===== src/design/complex_magnitude_isqrt_macros.svh =====
// Assertion macros used by the complex magnitude top module.
// Each macro samples on clk; CMI_ASSERT is disabled while arst_n is low, CMI_ASSERT_ALWAYS is not.
`ifndef COMPLEX_MAGNITUDE_ISQRT_MACROS_SVH
`define COMPLEX_MAGNITUDE_ISQRT_MACROS_SVH

`define CMI_ASSERT(label, prop, msg) \
	label: assert property (@(posedge clk) disable iff (!arst_n) (prop)) else $error(msg);

`define CMI_ASSERT_ALWAYS(label, prop, msg) \
	label: assert property (@(posedge clk) (prop)) else $error(msg);

`endif


===== src/design/cmi_pkg.sv =====
// Package for the complex magnitude block: widths and the root cell payload type.
// Depends on nothing; used by every module of the block.
`timescale 1ns / 1ps

package cmi_pkg;

	localparam int PartBits   = 32;
	localparam int EnergyBits = 64;
	localparam int RootBits   = 32;
	localparam int RemBits    = RootBits + 2;

	localparam logic [RootBits-1:0] MagMax = 32'd3037000499;

	typedef struct packed {
		logic [EnergyBits-1:0] num;
		logic [RemBits-1:0]    rem;
		logic [RootBits-1:0]   root;
	} cmi_root_t;

endpackage


===== src/design/cmi_energy.sv =====
// Energy front end: absolute values and squares in the first stage, their sum in the second.
// Depends on cmi_pkg.
`timescale 1ns / 1ps

module cmi_energy (
	input  logic                                 clk,
	input  logic                                 arst_n,
	input  logic                                 up_valid,
	output logic                                 up_stall,
	input  logic signed [cmi_pkg::PartBits-1:0]  real_part,
	input  logic signed [cmi_pkg::PartBits-1:0]  imag_part,
	output logic                                 dn_valid,
	input  logic                                 dn_stall,
	output logic        [cmi_pkg::EnergyBits-1:0] energy
);
	import cmi_pkg::*;

	logic [PartBits-1:0]   re_abs;
	logic [PartBits-1:0]   im_abs;
	logic [EnergyBits-1:0] re_sq;
	logic [EnergyBits-1:0] im_sq;
	logic [EnergyBits-1:0] re_sq_s1;
	logic [EnergyBits-1:0] im_sq_s1;
	logic [EnergyBits-1:0] energy_s2;
	logic                  valid_s1;
	logic                  valid_s2;
	logic                  ready_s1;
	logic                  ready_s2;

	// The most negative part negates to itself, which read as unsigned is 2^31.
	assign re_abs = real_part[PartBits-1] ? (~$unsigned(real_part) + 32'd1) : $unsigned(real_part);
	assign im_abs = imag_part[PartBits-1] ? (~$unsigned(imag_part) + 32'd1) : $unsigned(imag_part);
	assign re_sq  = {32'd0, re_abs} * {32'd0, re_abs};
	assign im_sq  = {32'd0, im_abs} * {32'd0, im_abs};

	assign ready_s2 = !valid_s2 || !dn_stall;
	assign ready_s1 = !valid_s1 || ready_s2;
	assign up_stall = !ready_s1;

	always_ff @(posedge clk or negedge arst_n) begin
		if (!arst_n) begin
			valid_s1 <= 1'b0;
			valid_s2 <= 1'b0;
		end else begin
			if (ready_s1) begin
				valid_s1 <= up_valid;
			end
			if (ready_s2) begin
				valid_s2 <= valid_s1;
			end
		end
	end

	always_ff @(posedge clk) begin
		if (ready_s1 && up_valid) begin
			re_sq_s1 <= re_sq;
			im_sq_s1 <= im_sq;
		end
		if (ready_s2 && valid_s1) begin
			energy_s2 <= re_sq_s1 + im_sq_s1;
		end
	end

	assign dn_valid = valid_s2;
	assign energy   = energy_s2;

endmodule


===== config.mk =====
export PLATFORM = sky130hd
export DESIGN_NAME = cmi_energy
export DESIGN_NICKNAME = d
export VERILOG_FILES = /design/src/design/complex_magnitude_isqrt_macros.svh /design/src/design/cmi_pkg.sv /design/src/design/cmi_energy.sv
export SDC_FILE = /design/constraint.sdc
export NUM_CORES = 2
export LEC_CHECK = 0
export BUFFER_PORTS_ARGS = -buffer_cell sky130_fd_sc_hd__buf_2
export CORE_ASPECT_RATIO = 1.1
export CORE_UTILIZATION = 35
export CTS_CLUSTER_DIAMETER = 50
export CTS_CLUSTER_SIZE = 20
export DETAILED_ROUTE_END_ITERATION = 10
export PLACE_DENSITY_LB_ADDON = 0.15
export SETUP_SLACK_MARGIN = 0.02
export SYNTH_ARGS = -nofsm -noshare
export SYNTH_HDL_FRONTEND = slang
export SYNTH_SLANG_ARGS = --single-unit

===== constraint.sdc =====
create_clock -name clk -period 7.3 [get_ports clk]
set_clock_uncertainty 0.05 [all_clocks]
set_input_delay 1.46 -clock clk [delete_from_list [all_inputs] [get_ports clk]]
set_output_delay 1.46 -clock clk [all_outputs]
set_load 0.01 [all_outputs]

==> impl_metrics.tcl <==
set metrics [dict create \
    status "finished with violations" \
    violations "negative setup slack" \
    min_period_ps 10700 \
    cp-start-kind "primary input" \
    drv_slew 0 \
    areaGrowthSynthToFinish_pct 32.4 \
    fillers 18500 \
    synth-adder-area-share_pct 58.9 \
    fp.dieW_um 421 \
    routed_wl_mm 211 \
    synth-compound-area-share_pct 6.60 \
    clk_pin_slew_ps 80 \
    die_y_um 462 \
    startpoint "real_part[6]" \
    die_area_um2 195000 \
    antenna_found_initial 6 \
    drc 0 \
    synth_top_family_by_area "adder cells" \
    synth_cells 7162 \
    ys_seq_area_share_pct 8.53 \
    ys_types 84 \
    rr_worst_depth 11 \
    drive_gt1_share_pct 28.9 \
    firstDrtPassIters 7 \
    arrival_ps 10900 \
    clock-sinks 192 \
    grt_pass1_wl_mm 334 \
    wl_per_cell_um 18.6 \
    r2r_start "im_sq_s1[3]" \
    cts_buffer_depth 3 \
    max_slew_margin_pct 38.6 \
    synthTopCellsByArea "fa_1 47%, ha_1 12%, inv_1 11%, edfxtp_1 8.5%, nand2_1 3.4%" \
    drtIter0Drc 2506 \
    numPortBuffers 133 \
    min_path_type "flop to flop" \
    cts_buffers 25 \
    synth-edff-count 190 \
    synth_top_area_share_pct 47.3 \
    pre_cts_ws_ps -4230 \
    finish.net_count 11100 \
    ant_nets 0 \
    cap_violations 0 \
    required_ps 7500 \
    vias_per_cell 4.69 \
    synth_area_leader_cell "fa_1" \
    cts_root_buf "clkbuf_16" \
    hold_path_startpoint "valid_s1" \
    hold_depth 1 \
    synth_area_um2 67500 \
    ys_seq_elements 192 \
    start_util_pct 35.3 \
    slowest_delay_ps 580 \
    endpoint_kind "flop" \
    grt_usage_pct 22.5 \
    cts_tree "yes" \
    setup_tns_ps -239260 \
    setup_ws_ps -3400 \
    synth_mux_area_share_pct 0.0315 \
    io-pin-count 134 \
    finalCritPeriodShare_pct 147 \
    num_rows 168 \
    dr_total_vias 53200 \
    synth-main-ff-cell "edfxtp_1" \
    worstPathMaxFanout 3 \
    fmax_ghz 0.0934 \
    fp.coreArea_um2 191000 \
    routabilityCongestion 0.913 \
    path_common_cell "fa_1" \
    synth_xor_xnor_area_share_pct 3.93 \
    clk_latency_ps 500 \
    setup_viol 107 \
    yosys.area_share.simple_pct 9.31 \
    dp_hpwl_mm 185 \
    first_global_vias 60100 \
    worst_pin_slew_ps 921 \
    grt-ovfl-total 0 \
    critPathSlowestCell "fa_2" \
    grt_max_degree 65 \
    worst-setup-path-type "primary input to flop" \
    avgSynthCellArea_um2 9.42 \
    ys_async_sr_fraction_pct 1.04 \
    finalHoldViolCount 0 \
    ctsHoldBuffers 0 \
    rsz0062_at_grt "yes" \
    synth-warning-count 0 \
    h-tree-depth 4 \
]
==> worst max-delay path: cells and delay by family <==
kind	cells	cell delay, ps
and+or+nand+nor	8	2910
xor gates and xnor gates	3	480
buffers and inverters	6	590
AOI/OAI and AO/OA	7	1500
adders and majority gates	9	3920
==> stage by stage <==
stage                     utilization (%)  std cells  hold slack (ps)  instance area [um2]
after floorplan                         -       7208              393                69600
after global placement               43.9      11100              424                83800
after detailed placement             43.9      11100              444                83800
after CTS                            46.2      11300              462                88300
after global routing                 46.7      11400              488                89300
final                                46.7      11400              451                89300
==> synth_stat cells (40+ instances only) <==
library cell     n
inv_1         2042
fa_1          1593
ha_1           626
nand2_1        608
nor2_1         596
a21oi_1        211
clkbuf_1       191
edfxtp_1       190
xnor2_1        170
a21o_1         138
xor2_1         125
o21ai_0        106
nand3_1         46
nor3_1          45
nand4_1         40
==> cells in the final DEF, fill, tap and decap left out, drive strengths merged, types with 22 or more instances in the layout <==
cell type / count
nor2b: 27
buf: 1775
nand2: 611
a21o: 138
nand2b: 22
a31oi: 32
o21ai: 109
ha: 626
xnor2: 171
conb: 48
nand3: 46
xor2: 128
o21a: 24
nor3: 45
o31ai: 24
a21oi: 211
nand4: 40
nor2: 596
clkbuf: 27
and3: 27
inv: 2046
o21bai: 33
edfxtp: 190
fa: 1593
==> layer usage <==
metal	wire length, um	vias up	global-route usage (%)	part of all wire, %
li1	-	24500	-	-
met1	84400	27400	28.0	40
met2	111000	969	40.9	53
met3	8020	247	2.20	3.8
met4	7510	2	6.35	3.6
met5	15	-	0	0.0071
==> path summary, 6_finish.rpt <==
kind | slack, ps | endpoint
max | -3400 | re_sq_s1[60]
min | 450 | dn_valid
max reg2reg | 2940 | energy[55]
min reg2reg | 450 | dn_valid
max in group asynchronous | 6430 | dn_valid
min in group asynchronous | 680 | valid_s1
==> state kept, by name, indices dropped and copies added, names as in the netlist <==
register,count
energy,64
im_sq_s1,63
re_sq_s1,63
dn_valid,1
valid_s1,1
==> layout make-up <==
| type | instances | area, um2 | area share (%) |
|---|---|---|---|
| diodes | 1 | 2.50 | 0.00280 |
| clock buffers | 27 | 633 | 0.709 |
| flip-flops and latches | 192 | 5760 | 6.44 |
| inverters | 2061 | 7830 | 8.77 |
| repair inverters | 1 | 8.76 | 0.00981 |
| well taps | 2550 | 3190 | 3.57 |
| clock inverters | 6 | 63.8 | 0.0714 |
| repair buffers | 1775 | 14300 | 16.0 |
| multi-input cells | 4740 | 57500 | 64.4 |
==> cell families (layout without fill, tap and decap cells) <==
| logic type | after synthesis | count (layout) |
|---|---|---|
| fa+ha+maj | 2219 | 2219 |
| compound gates | 684 | 684 |
| xor+xnor | 299 | 299 |
| buf+inv | 2276 | 3870 |
| other cells | 2 | 49 |
| flops | 192 | 192 |
| simple gates | 1488 | 1488 |
| mux | 2 | 2 |
==> repair_timing <==
action / CTS / global route
gates cloned: 2 / 0
pin swaps: 333 / 198
endpoints found under the setup margin: 109 / 110
resized for setup: 565 / 178
setup buffers: 164 / 52
Power is not shown: default switching activity piles up to over one toggle a cycle in this logic, so the estimate is an artifact.
