File: config.mk
export PLATFORM = sky130hd
export DESIGN_NAME = cmi_root_cell
export DESIGN_NICKNAME = d
export VERILOG_FILES = /design/src/design/complex_magnitude_isqrt_macros.svh /design/src/design/cmi_pkg.sv /design/src/design/cmi_root_cell.sv
export SDC_FILE = /design/constraint.sdc
export NUM_CORES = 1
export LEC_CHECK = 0
export BUFFER_PORTS_ARGS = -buffer_cell sky130_fd_sc_hd__buf_4
export CORE_MARGIN = 2
export CORE_UTILIZATION = 45
export CTS_BUF_LIST = sky130_fd_sc_hd__clkbuf_8 sky130_fd_sc_hd__clkbuf_16
export DETAILED_ROUTE_END_ITERATION = 7
export GPL_TIMING_DRIVEN = 0
export MAX_ROUTING_LAYER = met4
export PLACE_DENSITY = 0.76
export SLEW_MARGIN = 40
export SYNTH_ARGS = -nofsm -noshare
export SYNTH_HDL_FRONTEND = slang
export SYNTH_SLANG_ARGS = --single-unit
File: constraint.sdc
create_clock -name clk -period 19.2 [get_ports clk]
set_input_delay 1.92 -clock clk [delete_from_list [all_inputs] [get_ports clk]]
set_output_delay 1.92 -clock clk [all_outputs]
set_load 0.01 [all_outputs]
File: src/design/complex_magnitude_isqrt_macros.svh
// Assertion macros used by the complex magnitude top module.
// Each macro samples on clk; CMI_ASSERT is disabled while arst_n is low, CMI_ASSERT_ALWAYS is not.
`ifndef COMPLEX_MAGNITUDE_ISQRT_MACROS_SVH
`define COMPLEX_MAGNITUDE_ISQRT_MACROS_SVH

`define CMI_ASSERT(label, prop, msg) \
	label: assert property (@(posedge clk) disable iff (!arst_n) (prop)) else $error(msg);

`define CMI_ASSERT_ALWAYS(label, prop, msg) \
	label: assert property (@(posedge clk) (prop)) else $error(msg);

`endif

File: src/design/cmi_pkg.sv
// Package for the complex magnitude block: widths and the root cell payload type.
// Depends on nothing; used by every module of the block.
`timescale 1ns / 1ps

package cmi_pkg;

	localparam int PartBits   = 32;
	localparam int EnergyBits = 64;
	localparam int RootBits   = 32;
	localparam int RemBits    = RootBits + 2;

	localparam logic [RootBits-1:0] MagMax = 32'd3037000499;

	typedef struct packed {
		logic [EnergyBits-1:0] num;
		logic [RemBits-1:0]    rem;
		logic [RootBits-1:0]   root;
	} cmi_root_t;

endpackage

File: src/design/cmi_root_cell.sv
// One cell of the square root chain: decides one root bit from the next two energy bits.
// Depends on cmi_pkg.
`timescale 1ns / 1ps

module cmi_root_cell (
	input  logic               clk,
	input  logic               arst_n,
	input  logic               up_valid,
	output logic               up_stall,
	input  cmi_pkg::cmi_root_t up_data,
	output logic               dn_valid,
	input  logic               dn_stall,
	output cmi_pkg::cmi_root_t dn_data
);
	import cmi_pkg::*;

	logic [RemBits-1:0] rem_shift;
	logic [RemBits-1:0] trial;
	logic               take;
	cmi_root_t          next_data;
	cmi_root_t          data_q;
	logic               valid_q;
	logic               ready;

	assign rem_shift = {up_data.rem[RootBits-1:0], up_data.num[EnergyBits-1 -: 2]};
	assign trial     = {up_data.root, 2'b01};
	assign take      = rem_shift >= trial;

	always_comb begin
		next_data.num  = {up_data.num[EnergyBits-3:0], 2'b00};
		next_data.rem  = take ? (rem_shift - trial) : rem_shift;
		next_data.root = {up_data.root[RootBits-2:0], take};
	end

	assign ready    = !valid_q || !dn_stall;
	assign up_stall = !ready;

	always_ff @(posedge clk or negedge arst_n) begin
		if (!arst_n) begin
			valid_q <= 1'b0;
		end else if (ready) begin
			valid_q <= up_valid;
		end
	end

	always_ff @(posedge clk) begin
		if (ready && up_valid) begin
			data_q <= next_data;
		end
	end

	assign dn_valid = valid_q;
	assign dn_data  = data_q;

endmodule

==> results <==
- The count of warnings emitted by yosys is 0.
- The share of the synthesized area in the top cell type is 61.03%.
- During placement, the flow inserted port buffers numbering 261.
- Once detail routing completed, the nets flagged for antenna violations numbered 0.
- Buffers added to address setup during post-CTS repair amount to 0.
- The sequential element share of the synthesized area is 61.42%.
- Per report_power, the sequential group accounts for 41.9% of the total.
- Relative to the synthesized area, the layout overhead comes to 45.89%.
- The top flip-flop cell by instance count after synthesis is sky130_fd_sc_hd__edfxtp_1.
- The count of antenna diodes in the layout is 0.
- The critical setup path kind is in -> reg.
- The via count of the first global-routing pass came to 4852.
- For this run the aggregate overflow at the end of global routing stands at 0.
- The maximum fanout count along the critical path is 10.
- After detailed routing, the number of vias per cell comes to 5.061.
- The post-synth design cell area is 6299 sq um.
- The cell-internal power is 0.5958 mW.
- By area the synthesized netlist is led by sky130_fd_sc_hd__edfxtp_1 61%, sky130_fd_sc_hd__ha_1 6.8%, sky130_fd_sc_hd__a21oi_1 2.7%, sky130_fd_sc_hd__a21oi_2 2.6%, sky130_fd_sc_hd__xnor2_1 2.6%.
- Measured against its own limit, the worst slew margin works out to 64.08%.
- The post-synthesis cell count is 483.
- The cell accounting for the most synthesized area is sky130_fd_sc_hd__edfxtp_1.
- The detailed-routing iteration count for the pre-antenna-repair pass is 4.
- At the end of the flow the core is filled with cells to 66.72%.
- After synthesis the netlist holds a flip-flop and latch count of 129.
- The row count is 43.
- The largest vdd supply drop is 0.05086 mV.
- In this run, synthesis inferred 128 flip-flops with an integrated enable.
- Detailed routing inserted a total of 4879 vias.
- The area of the core is 13770 sq um.
- A synthesized cell averages 13.04 sq um.
- The nature of the critical path startpoint is a primary input.
- The number of failing hold endpoints at the final stage is 0.
- In this run, the clock network consumes 37.6% of the power.
- Summing all placed instances gives a cell area of 8625 sq um.
- The worst hold slack is 730.6 ps.
- TritonCTS built the clock tree.
- The run finished with clean final reports.
- The number of DRC markers after the initial detailed-route iteration is 317.
- The largest net degree at the start of global routing is 23.
- The average wire length per cell after detail routing is 18.23 um.
- The period utilization is 24.19%.
- The detailed placement HPWL is 13.86 mm.
- Derived from the worst setup path, the maximum achievable clock frequency is 215.3 MHz.
- The combinational share of power is 20.5%.
- The first-pass GRT wire length is 26.03 mm.
- The power density of the placed cells is 88.26 nW/um^2.
- At the worst endpoint, the required time is 19360 ps.
- The H-tree generated during clock tree synthesis spans 4 levels.
- Across the run, the number of max-cap violations was 0.
- The height of the chip is 122.3 um.
- On the final layout, the worst clock skew is 5.765 ps.
- The number of ports placed on the die boundary is 266.
- The endpoint type of the worst setup path is a flip-flop.
- At the end of routability-driven placement, the weighted congestion stood at 0.8838.
- The proportion of register bits with asynchronous set or reset after synthesis is 0.7752%.
- The smallest clock period supported by the final layout is computed as 4645 ps.
- The number of pins with negative max-slew slack in the final report is 0.
- The number of clock sinks seen by CTS is 129.
- The post-route netlist has 43.88% of its cells at a drive strength greater than 1.
- The actual transition at the worst max-transition pin is 535.5 ps.
- The library cell used as clock root buffer is sky130_fd_sc_hd__clkbuf_16.
- Net switching is 26.53% of the power.
- The finished cells cover 9189 sq um.
- For this design the static power due to leakage is 4.006 nW.
- The post-CTS resize count is 0.
- The post-synthesis cell type count is 54.
- The number of buffers created by CTS is 17.
- The clock reaches the later pin of the worst-skew pair after 410 ps.
- Data on the critical path arrives at its endpoint at 4800 ps.
- The maximum number of buffers from clock root to sink is 2.
- The initial utilization of the core area, before any placement, comes to 45.73%.
- Setup repair after global routing left no endpoint under its margin.
- The worst hold-check path type is reg -> reg.
- The total negative setup slack is 0 ps.
- The net total in the final layout is 939.
- The number of hold buffers added after CTS was 0.
- The number of DRC violations after detailed routing is 0.
- The clock transition time at the flip-flop clock pins of the worst setup and hold paths is 60 ps.
- Global routing used 23.86% of the available tracks across all layers.
- Setup violations remaining at the end of the flow were counted as 0.
- The most frequent standard cell in the layout excluding fill and tap cells is sky130_fd_sc_hd__buf_4.
- The number of antenna violations at the first check in global routing came to 0.
- The overall die area is 14960 sq um.
- The total detailed-routing wirelength is 17.57 mm.
- In the layout the commonest cells are 264 x sky130_fd_sc_hd__buf_4, 128 x sky130_fd_sc_hd__edfxtp_1, 43 x sky130_fd_sc_hd__inv_1, 37 x sky130_fd_sc_hd__nor2_1.
- The die span in x is 122.3 um.
- For this design the total switching power over the nets is 0.2152 mW.
## kinds of logic after synthesis
family          Yosys count  synth area share (%)
fa+ha+maj                34                 6.754
simple gates            102                 7.807
flops                   129                 61.42
mux                       8                 1.609
buf+inv                  57                 4.708
compound gates          124                 13.75
other cells               1               0.05954
xor+xnor                 28                 3.894
## metrics by stage
stage	instances	power [mW]	setup WS, ps
floorplan	484	0.4400	10810
global placement	925	0.5075	8595
detailed placement	932	0.5112	14140
CTS	964	0.8163	14550
global route	964	0.8451	14380
finish	964	0.8110	14560
## synthesized netlist by cell type, types with 2 or more instances
cell type and number:
sky130_fd_sc_hd__a21oi_2 19, sky130_fd_sc_hd__nor2b_1 3, sky130_fd_sc_hd__buf_4 3, sky130_fd_sc_hd__xnor2_1 19
sky130_fd_sc_hd__nand2b_1 7, sky130_fd_sc_hd__o21ai_0 14, sky130_fd_sc_hd__o211ai_1 2, sky130_fd_sc_hd__buf_6 2
sky130_fd_sc_hd__and2_1 6, sky130_fd_sc_hd__mux2_4 3, sky130_fd_sc_hd__a21boi_0 3, sky130_fd_sc_hd__o21a_1 4
sky130_fd_sc_hd__nand3_1 7, sky130_fd_sc_hd__a211oi_2 3, sky130_fd_sc_hd__mux2_2 5, sky130_fd_sc_hd__o31ai_1 3
sky130_fd_sc_hd__nor2_1 37, sky130_fd_sc_hd__edfxtp_1 128, sky130_fd_sc_hd__or2_2 2, sky130_fd_sc_hd__and3_1 4
sky130_fd_sc_hd__buf_12 3, sky130_fd_sc_hd__nand4_1 8, sky130_fd_sc_hd__a31oi_1 4, sky130_fd_sc_hd__o31a_1 3
sky130_fd_sc_hd__a21o_1 13, sky130_fd_sc_hd__a211oi_1 2, sky130_fd_sc_hd__inv_1 42, sky130_fd_sc_hd__o2111ai_1 2
sky130_fd_sc_hd__nand2_1 18, sky130_fd_sc_hd__xor2_1 9, sky130_fd_sc_hd__nor3_1 5, sky130_fd_sc_hd__a21oi_1 34
sky130_fd_sc_hd__clkbuf_1 5, sky130_fd_sc_hd__o21bai_1 8, sky130_fd_sc_hd__ha_1 34
## registers in the layout (all words and copies together), names as in the netlist
| name | flops |
|---|---|
| dn_data | 128 |
| dn_valid | 1 |
## power by group through the flow
| stage | combinational (mW) | clock [mW] | sequential [mW] |
|---|---|---|---|
| after global routing | 0.181 | 0.323 | 0.341 |
| after detailed placement | 0.166 | 0 | 0.346 |
| after CTS | 0.166 | 0.310 | 0.340 |
| after floorplan | 0.0819 | 0 | 0.358 |
| after global placement | 0.158 | 0 | 0.350 |
| final | 0.166 | 0.305 | 0.340 |
## worst max-delay path, stage by stage
cell                       delay (ps)
sky130_fd_sc_hd__buf_4             80
sky130_fd_sc_hd__inv_1             40
sky130_fd_sc_hd__ha_1             370
sky130_fd_sc_hd__and3_1           200
sky130_fd_sc_hd__nand4_1          160
sky130_fd_sc_hd__o31ai_2          530
sky130_fd_sc_hd__a41o_2           330
sky130_fd_sc_hd__a211oi_2         110
sky130_fd_sc_hd__o31a_1           330
sky130_fd_sc_hd__buf_6            150
sky130_fd_sc_hd__inv_8            100
sky130_fd_sc_hd__buf_12           150
sky130_fd_sc_hd__mux2_4           300
## layout make-up
type	count	area, sq um
Timing Repair Buffer	268	2090
Multi-Input combinational cell	298	2145
Sequential cell	129	3869
Clock inverter	15	138.9
Fill cell	1050	4584
Inverter	43	168.9
Buffer	14	127.6
Tap cell	180	225.2
Clock buffer	17	425.4
## metal layers
layer	wire (um)	part of all wire (%)	global-route usage [%]
met3	1252	7.1	6.552
met5	0	0	-
met4	452	2.6	8.621
met1	6634	38	26.55
met2	9234	53	41.08
## worst paths after layout
| check | from | endpoint | slack, ps | cells after the start |
|---|---|---|---|---|
| min in group asynchronous | arst_n | dn_valid | 1270 | 1 |
| worst min register to register | dn_valid | dn_valid | 730 | 2 |
| worst max-delay path | up_data[8] | dn_data[63] | 14560 | 13 |
| max in group asynchronous | arst_n | dn_valid | 17850 | 1 |
| worst min-delay path | dn_valid | dn_valid | 730 | 2 |
| worst max register to register | dn_valid | dn_data[100] | 17210 | 6 |
Power figures use the tool's default switching activity.
